## src/rtl/ini_tok_pkg.sv

```systemverilog
// ============================================================================
// ini_tok_pkg
// Shared types, character codes and result encodings for the INI line
// tokenizer.
// ============================================================================
package ini_tok_pkg;

    typedef enum logic [2:0] {
        PH_LEAD,
        PH_TITLE,
        PH_KEY,
        PH_VLEAD,
        PH_VALUE
    } phase_t;

    localparam logic [7:0] CH_LBRACK  = 8'h5B;
    localparam logic [7:0] CH_RBRACK  = 8'h5D;
    localparam logic [7:0] CH_EQUALS  = 8'h3D;
    localparam logic [7:0] CH_BSLASH  = 8'h5C;
    localparam logic [7:0] CH_NEWLINE = 8'h0A;
    localparam logic [7:0] CH_SPACE   = 8'h20;
    localparam logic [7:0] CH_TAB     = 8'h09;
    localparam logic [7:0] CH_CR      = 8'h0D;

    localparam logic       KIND_CHAR    = 1'b0;
    localparam logic       KIND_SUMMARY = 1'b1;

    localparam logic [1:0] TAG_TITLE = 2'd0;
    localparam logic [1:0] TAG_KEY   = 2'd1;
    localparam logic [1:0] TAG_VALUE = 2'd2;

    localparam logic [1:0] LINE_BLANK   = 2'd0;
    localparam logic [1:0] LINE_SECTION = 2'd1;
    localparam logic [1:0] LINE_KEYVAL  = 2'd2;

    localparam logic [1:0] ERR_OK       = 2'd0;
    localparam logic [1:0] ERR_UNTERM   = 2'd1;
    localparam logic [1:0] ERR_NO_EQ    = 2'd2;
    localparam logic [1:0] ERR_OVERFLOW = 2'd3;

    typedef struct packed {
        logic       kind;
        logic [1:0] field_tag;
        logic [7:0] out_char;
        logic [7:0] char_index;
        logic [1:0] line_kind;
        logic [1:0] error_code;
        logic [7:0] title_length;
        logic [7:0] key_length;
        logic [7:0] value_length;
    } result_t;

    typedef struct packed {
        phase_t phase;
        logic   line_end;
    } core_stat_t;

    function automatic logic is_ws(input logic [7:0] b);
        return (b == CH_SPACE) || ((b >= CH_TAB) && (b <= CH_CR));
    endfunction

endpackage

```

## src/rtl/ini_tok_core.sv

```systemverilog
// ============================================================================
// ini_tok_core
// Per-byte line state and result forming: one character word and/or one
// end-of-line summary word for each byte taken from the input register.
// ============================================================================
module ini_tok_core
    import ini_tok_pkg::*;
#(
    parameter int FIELD_MAX = 256
) (
    input  logic       aclk,
    input  logic       aresetn,
    input  logic       in_valid,
    input  logic [7:0] in_byte,
    input  logic       in_last,
    input  logic       advance,
    output result_t    res0,
    output result_t    res1,
    output logic [1:0] res_cnt,
    output core_stat_t stat
);

    localparam int CW = $clog2(FIELD_MAX);
    localparam logic [CW-1:0] CNT_LIMIT = CW'(FIELD_MAX - 1);

    phase_t        phase_reg, phase_next;
    logic          esc_reg, esc_next;
    logic [CW-1:0] cnt_reg, cnt_next;
    logic [CW-1:0] ktrim_reg, ktrim_next;
    logic [CW-1:0] vtrim_reg, vtrim_next;
    logic [1:0]    err_reg, err_next;
    logic          closed_reg, closed_next;

    logic          is_nl, line_end, b_ws;
    logic          key_proc, val_proc, title_proc, store_req, store_en;
    logic [1:0]    store_tag;
    result_t       char_res, sum_res;

    function automatic logic [7:0] sat8(input logic [CW-1:0] v);
        logic [CW+7:0] w;
        w = {8'd0, v};
        return (w > (CW+8)'(255)) ? 8'hFF : w[7:0];
    endfunction

    function automatic logic [7:0] low8(input logic [CW-1:0] v);
        logic [CW+7:0] w;
        w = {8'd0, v};
        return w[7:0];
    endfunction

    assign is_nl    = (in_byte == CH_NEWLINE);
    assign line_end = is_nl || in_last;
    assign b_ws     = is_ws(in_byte);

    // next line state
    always_comb begin
        phase_next  = phase_reg;
        esc_next    = esc_reg;
        cnt_next    = cnt_reg;
        ktrim_next  = ktrim_reg;
        vtrim_next  = vtrim_reg;
        err_next    = err_reg;
        closed_next = closed_reg;
        key_proc    = 1'b0;
        val_proc    = 1'b0;
        title_proc  = 1'b0;
        store_req   = 1'b0;
        store_en    = 1'b0;
        store_tag   = TAG_KEY;
        if (!is_nl) begin
            case (phase_reg)
                PH_LEAD: begin
                    if (!b_ws) begin
                        if (in_byte == CH_LBRACK) begin
                            phase_next = PH_TITLE;
                            cnt_next   = '0;
                            vtrim_next = '0;
                        end else begin
                            phase_next = PH_KEY;
                            cnt_next   = '0;
                            ktrim_next = '0;
                            key_proc   = 1'b1;
                        end
                    end
                end
                PH_KEY:   key_proc = 1'b1;
                PH_VLEAD: begin
                    if (!b_ws) begin
                        phase_next = PH_VALUE;
                        val_proc   = 1'b1;
                    end
                end
                PH_VALUE: val_proc = 1'b1;
                PH_TITLE: title_proc = 1'b1;
                default: ;
            endcase
        end

        if (key_proc) begin
            if (!esc_reg && in_byte == CH_BSLASH) begin
                esc_next = 1'b1;
            end else if (!esc_reg && in_byte == CH_EQUALS) begin
                phase_next = PH_VLEAD;
                cnt_next   = '0;
                vtrim_next = '0;
            end else begin
                esc_next  = 1'b0;
                store_req = 1'b1;
                store_tag = TAG_KEY;
            end
        end
        if (val_proc) begin
            if (!esc_reg && in_byte == CH_BSLASH) begin
                esc_next   = 1'b1;
                vtrim_next = cnt_reg;
            end else begin
                esc_next  = 1'b0;
                store_req = 1'b1;
                store_tag = TAG_VALUE;
            end
        end
        if (title_proc && !closed_reg) begin
            if (!esc_reg && in_byte == CH_BSLASH) begin
                esc_next   = 1'b1;
                vtrim_next = cnt_reg;
            end else if (!esc_reg && in_byte == CH_RBRACK) begin
                closed_next = 1'b1;
                vtrim_next  = cnt_reg;
            end else begin
                esc_next  = 1'b0;
                store_req = 1'b1;
                store_tag = TAG_TITLE;
            end
        end

        // full field: drop the character and flag overflow
        if (store_req) begin
            if (cnt_reg >= CNT_LIMIT) begin
                err_next = ERR_OVERFLOW;
            end else begin
                store_en = 1'b1;
                cnt_next = cnt_reg + CW'(1);
                if (!b_ws) begin
                    if (store_tag == TAG_KEY) begin
                        ktrim_next = cnt_reg + CW'(1);
                    end else begin
                        vtrim_next = cnt_reg + CW'(1);
                    end
                end
            end
        end
    end

    // result words
    always_comb begin
        char_res            = '0;
        char_res.kind       = KIND_CHAR;
        char_res.field_tag  = store_tag;
        char_res.out_char   = in_byte;
        char_res.char_index = low8(cnt_reg);

        sum_res      = '0;
        sum_res.kind = KIND_SUMMARY;
        case (phase_next)
            PH_TITLE: begin
                sum_res.line_kind    = LINE_SECTION;
                sum_res.error_code   = closed_next ? err_next : ERR_UNTERM;
                sum_res.title_length = sat8(vtrim_next);
            end
            PH_KEY: begin
                sum_res.line_kind  = LINE_KEYVAL;
                sum_res.error_code = ERR_NO_EQ;
                sum_res.key_length = sat8(ktrim_next);
            end
            PH_VLEAD, PH_VALUE: begin
                sum_res.line_kind    = LINE_KEYVAL;
                sum_res.error_code   = err_next;
                sum_res.key_length   = sat8(ktrim_next);
                sum_res.value_length = sat8(vtrim_next);
            end
            default: ;
        endcase

        res0    = store_en ? char_res : sum_res;
        res1    = sum_res;
        res_cnt = in_valid ? ({1'b0, store_en} + {1'b0, line_end}) : 2'd0;
    end

    assign stat.phase    = phase_reg;
    assign stat.line_end = line_end;

    always_ff @(posedge aclk) begin
        if (!aresetn) begin
            phase_reg  <= PH_LEAD;
            esc_reg    <= 1'b0;
            cnt_reg    <= '0;
            ktrim_reg  <= '0;
            vtrim_reg  <= '0;
            err_reg    <= ERR_OK;
            closed_reg <= 1'b0;
        end else if (advance) begin
            if (line_end) begin
                phase_reg  <= PH_LEAD;
                esc_reg    <= 1'b0;
                cnt_reg    <= '0;
                ktrim_reg  <= '0;
                vtrim_reg  <= '0;
                err_reg    <= ERR_OK;
                closed_reg <= 1'b0;
            end else begin
                phase_reg  <= phase_next;
                esc_reg    <= esc_next;
                cnt_reg    <= cnt_next;
                ktrim_reg  <= ktrim_next;
                vtrim_reg  <= vtrim_next;
                err_reg    <= err_next;
                closed_reg <= closed_next;
            end
        end
    end

endmodule

```

## src/rtl/ini_tok_outq.sv

```systemverilog
// ============================================================================
// ini_tok_outq
// Two-entry result queue; takes up to two words per cycle, drives one word.
// ============================================================================
module ini_tok_outq
    import ini_tok_pkg::*;
(
    input  logic       aclk,
    input  logic       aresetn,
    input  logic [1:0] push_cnt,
    input  result_t    push0,
    input  result_t    push1,
    input  logic       out_ready,
    output result_t    head,
    output logic       head_valid,
    output logic [1:0] count
);

    result_t    e0_reg, e0_next;
    result_t    e1_reg, e1_next;
    logic [1:0] cnt_reg, cnt_next;
    logic [1:0] kept;
    logic       pop;

    assign pop  = (cnt_reg != 2'd0) && out_ready;
    assign kept = cnt_reg - {1'b0, pop};

    always_comb begin
        e0_next = pop ? e1_reg : e0_reg;
        e1_next = e1_reg;
        case (kept)
            2'd0: begin
                if (push_cnt != 2'd0) e0_next = push0;
                if (push_cnt == 2'd2) e1_next = push1;
            end
            2'd1: begin
                if (push_cnt != 2'd0) e1_next = push0;
            end
            default: ;
        endcase
        cnt_next = kept + push_cnt;
    end

    always_ff @(posedge aclk) begin
        if (!aresetn) begin
            cnt_reg <= 2'd0;
        end else begin
            cnt_reg <= cnt_next;
        end
    end

    always_ff @(posedge aclk) begin
        e0_reg <= e0_next;
        e1_reg <= e1_next;
    end

    assign head       = e0_reg;
    assign head_valid = (cnt_reg != 2'd0);
    assign count      = cnt_reg;

endmodule

```

## src/rtl/ini_line_tokenizer.sv

```systemverilog
// ============================================================================
// ini_line_tokenizer
// Streaming tokenizer for one INI line: section title, key and value
// characters with escapes removed, then a per-line summary word.
// ============================================================================
//
//  channel  dir  payload                                      ends word
//  -------  ---  -------------------------------------------  -----------
//  s_       in   tdata: char_byte; tlast: last byte of line   tvalid&tready
//  m_       out  tuser: kind; tdata: tag, char, index, sums   tvalid&tready
//
//  One input word per cycle while the input register is not held. A byte is
//  held in the input register, decoded against the line state and written
//  into a two-entry result queue; its first result word shows on m_ once it
//  is in the queue and can leave from there when m_tready is high.
//  A byte that both stores a character and ends the line yields two words,
//  and the single output port then sets the pace.
//  Reset (aresetn low, synchronous) clears the line state, the input
//  register valid and the queue count. m_tready low stalls the queue; the
//  input register holds until the queue has room for the byte's results.
//
module ini_line_tokenizer
    import ini_tok_pkg::*;
#(
    parameter int FIELD_MAX = 256
) (
    input  logic        aclk,
    input  logic        aresetn,
    input  logic        s_tvalid,
    output logic        s_tready,
    input  logic [7:0]  s_tdata,   // [7:0] char_byte
    input  logic        s_tlast,   // last
    output logic        m_tvalid,
    input  logic        m_tready,
    output logic [47:0] m_tdata,   // [1:0] field_tag, [9:2] out_char,
                                   // [17:10] char_index, [19:18] line_kind,
                                   // [21:20] error_code, [29:22] title_length,
                                   // [37:30] key_length, [45:38] value_length,
                                   // [47:46] zero
    output logic        m_tuser    // kind
);

    // input register
    logic       in_valid_reg;
    logic [7:0] in_byte_reg;
    logic       in_last_reg;

    logic       advance;
    logic       room;
    logic       pop;
    logic [1:0] push_cnt;
    logic [1:0] res_cnt;
    logic [1:0] q_count;
    result_t    res0, res1, head;
    core_stat_t stat;

    ini_tok_core #(
        .FIELD_MAX (FIELD_MAX)
    ) u_core (
        .aclk     (aclk),
        .aresetn  (aresetn),
        .in_valid (in_valid_reg),
        .in_byte  (in_byte_reg),
        .in_last  (in_last_reg),
        .advance  (advance),
        .res0     (res0),
        .res1     (res1),
        .res_cnt  (res_cnt),
        .stat     (stat)
    );

    // advance only when the queue, after this cycle's pop, fits all results
    assign pop      = (q_count != 2'd0) && m_tready;
    assign room     = (({1'b0, q_count} - {2'b00, pop} + {1'b0, res_cnt}) <= 3'd2);
    assign advance  = in_valid_reg && room;
    assign push_cnt = advance ? res_cnt : 2'd0;
    assign s_tready = !in_valid_reg || advance;

    always_ff @(posedge aclk) begin
        if (!aresetn) begin
            in_valid_reg <= 1'b0;
        end else if (s_tvalid && s_tready) begin
            in_valid_reg <= 1'b1;
        end else if (advance) begin
            in_valid_reg <= 1'b0;
        end
    end

    always_ff @(posedge aclk) begin
        if (s_tvalid && s_tready) begin
            in_byte_reg <= s_tdata;
            in_last_reg <= s_tlast;
        end
    end

    ini_tok_outq u_outq (
        .aclk       (aclk),
        .aresetn    (aresetn),
        .push_cnt   (push_cnt),
        .push0      (res0),
        .push1      (res1),
        .out_ready  (m_tready),
        .head       (head),
        .head_valid (m_tvalid),
        .count      (q_count)
    );

    // pack the head word, first field lowest
    assign m_tuser = head.kind;
    assign m_tdata = {2'b00, head.value_length, head.key_length, head.title_length,
                      head.error_code, head.line_kind, head.char_index,
                      head.out_char, head.field_tag};

    // two words from one byte: character first, summary second
    a_pair_order: assert property (@(posedge aclk) disable iff (!aresetn)
        (advance && res_cnt == 2'd2) |-> (res0.kind == KIND_CHAR && res1.kind == KIND_SUMMARY))
        else $error("two-word byte out of order");

    // a consumed line end leaves the state at the line start
    a_line_reset: assert property (@(posedge aclk) disable iff (!aresetn)
        (advance && stat.line_end) |=> (stat.phase == PH_LEAD))
        else $error("line state not cleared after line end");

    // queue never overfills
    a_q_bound: assert property (@(posedge aclk) disable iff (!aresetn)
        (q_count != 2'd3))
        else $error("result queue overfilled");

    // a held byte that cannot advance keeps the input side stalled
    a_stall: assert property (@(posedge aclk) disable iff (!aresetn)
        (in_valid_reg && !advance) |-> !s_tready)
        else $error("input taken while byte held");

endmodule
```

## config.mk

```make
export PLATFORM = sky130hd
export DESIGN_NAME = ini_line_tokenizer
export DESIGN_NICKNAME = d
export VERILOG_FILES = /design/src/rtl/ini_tok_pkg.sv /design/src/rtl/ini_tok_core.sv /design/src/rtl/ini_tok_outq.sv /design/src/rtl/ini_line_tokenizer.sv
export SDC_FILE = /design/constraint.sdc
export NUM_CORES = 1
export LEC_CHECK = 0
export ABC_AREA = 1
export CAP_MARGIN = 20
export CORE_MARGIN = 2
export CORE_UTILIZATION = 42
export DETAILED_ROUTE_END_ITERATION = 12
export DONT_BUFFER_PORTS = 1
export PLACE_DENSITY = 0.66
export SLEW_MARGIN = 15
export SYNTH_ARGS = -nofsm -noshare
export SYNTH_HDL_FRONTEND = slang
export SYNTH_SLANG_ARGS = --single-unit
```

## constraint.sdc

```tcl
create_clock -name aclk -period 12.9 [get_ports aclk]
set_input_delay 2.58 -clock aclk [delete_from_list [all_inputs] [get_ports aclk]]
set_output_delay 2.58 -clock aclk [all_outputs]
set_load 0.02 [all_outputs]
```

==> impl_metrics.toml <==
[power]
vdd_drop_max_v = 0.000110
power.density_nw_per_um2 = 205
power_leakage_nw = 3.43

[sta]
maxSlewViolCount = 0
max_freq_mhz = 128
hold_ws_ns = 0.468
worst-slew-pin-transition_ns = 1.02
finalHoldViolCount = 0
min_period_ns = 7.81
finalSetupTns_ns = 0
finClkSkew_ns = 0.0121
rsz0062_at_grt = "false"
slew-limit-headroom_pct = 32.0
period_share_pct = 60.5
setup_violations = 0

[route]
num_vias = 5938
drc = 0
drt_iter0_markers = 394
wl_mm = 17.6
vias_per_cell = 5.17
wl_per_cell_um = 15.3
firstDrtPassIters = 5
drtAntennaViolNets = 0

[cts]
htreeDepth = 4
postCtsHoldBufs = 0
cts_tree = "built"
cts_sinks = 137
clockRootBuffer = "clkbuf_16"
post_cts_buffers = 0
worstSkewPairLatency_ns = 0.43
cts.clk_slew.worst_paths_ns = 0.06
cts.repair.resized = 0
numCtsBuffers = 17
clk_path_buf_depth = 2

[synth]
synth_edf_count = 56
synth_area_leaders = "edfxtp_1, dfxtp_1, nand2_1"
synth_seq_cells = 137
syn_area_um2 = 6980
syn_inst = 924
synth_seq_area_share_pct = 47.3
ys_async_sr_fraction_pct = 0
yosysMostFrequentCell = "nand2_1"
yosysTopAreaCell = "edfxtp_1"
synth_top_area_share_pct = 24.1
syn_area_per_cell_um2 = 7.56
ys.flop_type = "dfxtp_1"
yosysWarnings = 0
yosys.cell_types.count = 45
synth_common_cells = "nand2_1, nor2_1, dfxtp_1"

[placed_design]
hpwl_mm = 11.8
dp.cells = 1115
gp_congestion = 0.929
port_buffers = 0

[setup_path]
crit_path_top_delay_cell = "nand2_2"
reg2reg_depth = 20
crit_top_cell = "inv_1"
path_buf_inv = 3
cp.required_ns = 10.32
crit_fanout = 48
critPathArrivalTime_ns = 5.23
endpoint_kind = "primary output"
crit_family = "adder cells"
reg2reg_from = "u_core.cnt_reg[0]$_SDFFE_PN0N_"
start_kind = "input pin"
critPathKind = "in -> out"
r2r_slack_ns = 6.99
crit_cells = 9
critical_path.max_stage_delay_ns = 0.69
crit_chain = "nand2_2 -> inv_1 -> ha_1 -> inv_1 -> ha_1 -> inv_1 -> fa_1 -> o21ai_1 -> o21ai_0"
crit_start = "m_tready"
crit_end = "s_tready"
r2r-end = "u_outq.e1_reg[34]$_SDFFCE_PN0P_"

[cells_and_area]
area_growth_pct = 12.0
antenna_cells = 0
drive_gt1_share_pct = 10.3
layout.nets = 935
stdcell_count = 1148
fill_cells = 1601

[global_routing]
grt_pass1_wl_mm = 29.1
first_global_vias = 5597
grt_overflow_total = 0
antenna_found_initial = 0
grt_use_total_pct = 20.7
grt_max_degree = 56

[floorplanning]
ioPinCount = 64
start_util_pct = 42.6
die_h_um = 133
die_area_um2 = 17700
rows = 47
coreArea_um2 = 16400
die_w_um = 133

[status]
status = "complete, no violations"

[hold_path]
hp-class = "reg -> reg"

[flow_run]
drv_cap = 0
[metrics by stage]
step	util, %	setup slack, ns	instance area, um^2	power, mW
after floorplan	-	5.22	6990	0.989
final	47.7	5.09	7820	1.61
after global placement	43.5	5.09	7140	1.07
after global routing	47.7	4.73	7820	1.71
after detailed placement	43.5	5.04	7140	1.08
after CTS	47.5	5.02	7790	1.62
[cell families (layout without fill, tap and decap cells)]
logic type / after synthesis / in the layout / synth area share [%]
simple gates: 556 / 556 / 35.4
flops: 137 / 137 / 47.3
compound gates: 109 / 109 / 8.67
buf+inv: 107 / 110 / 6.38
fa+ha+maj: 7 / 7 / 1.36
xor+xnor: 7 / 7 / 0.878
other cells: 1 / 2 / 0.0537
[final cells by class]
class,count,area (um^2),area share [%]
Multi-Input combinational cell,681,3260,41.6
Sequential cell,137,3300,42.2
Tap cell,220,275,3.52
Timing Repair Buffer,6,65.1,0.832
Clock buffer,18,439,5.62
Clock inverter,14,209,2.67
Inverter,72,273,3.49
[where the power goes]
part	leakage (nW)	total, mW	switching (mW)	internal [mW]
clock network	0.316	0.536	0.202	0.334
logic	1.92	0.386	0.262	0.124
registers	1.19	0.684	0.135	0.549
[placed cells by master, fill, tap and decap left out, drive strengths merged, types with 2 or more instances in the layout]
cell type / Yosys / final
nand4: 23 / 23
edfxtp: 56 / 56
inv: 72 / 78
a21oi: 49 / 49
o22ai: 2 / 2
nand3: 57 / 57
ha: 6 / 6
nor2: 91 / 91
buf: 14 / 6
clkbuf: 21 / 18
xor2: 6 / 6
o211ai: 2 / 2
clkinv: 0 / 3
o221ai: 2 / 2
nand2: 366 / 366
conb: 1 / 2
bufinv: 0 / 4
o21a: 4 / 4
dfxtp: 81 / 81
o21ai: 47 / 47
nor3: 16 / 16
[worst register-to-register path: cells and delay by family (launching register included)]
family / cells / cell delay, ns
compound gates: 3 / 0.98
simple gates: 10 / 1.88
flops: 1 / 0.39
buf+inv: 3 / 1.00
fa+ha+maj: 4 / 1.30
[metal layers]
layer,track usage (%),up-vias,part of all wire (%)
li1,-,2996,-
met3,5.10,29,5.6
met1,27.5,2721,46
met5,0,-,0
met2,32.2,192,46
met4,8.84,0,2.2
[worst min path at each step]
stage                     depth (start not counted)                             start  slack, ns                                to
after detailed placement                          2  u_core.ktrim_reg[7]$_SDFFE_PN0N_       0.46  u_core.ktrim_reg[7]$_SDFFE_PN0N_
after CTS                                         2  u_core.ktrim_reg[7]$_SDFFE_PN0N_       0.47  u_core.ktrim_reg[7]$_SDFFE_PN0N_
after global placement                            2  u_core.ktrim_reg[0]$_SDFFE_PN0N_       0.45  u_core.ktrim_reg[0]$_SDFFE_PN0N_
after floorplan                                   2  u_core.ktrim_reg[0]$_SDFFE_PN0N_       0.45  u_core.ktrim_reg[0]$_SDFFE_PN0N_
after global routing                              2  u_core.vtrim_reg[5]$_SDFFE_PN0N_       0.49  u_core.vtrim_reg[5]$_SDFFE_PN0N_
final                                             2  u_core.vtrim_reg[5]$_SDFFE_PN0N_       0.47  u_core.vtrim_reg[5]$_SDFFE_PN0N_
Power figures use the tool's default switching activity.
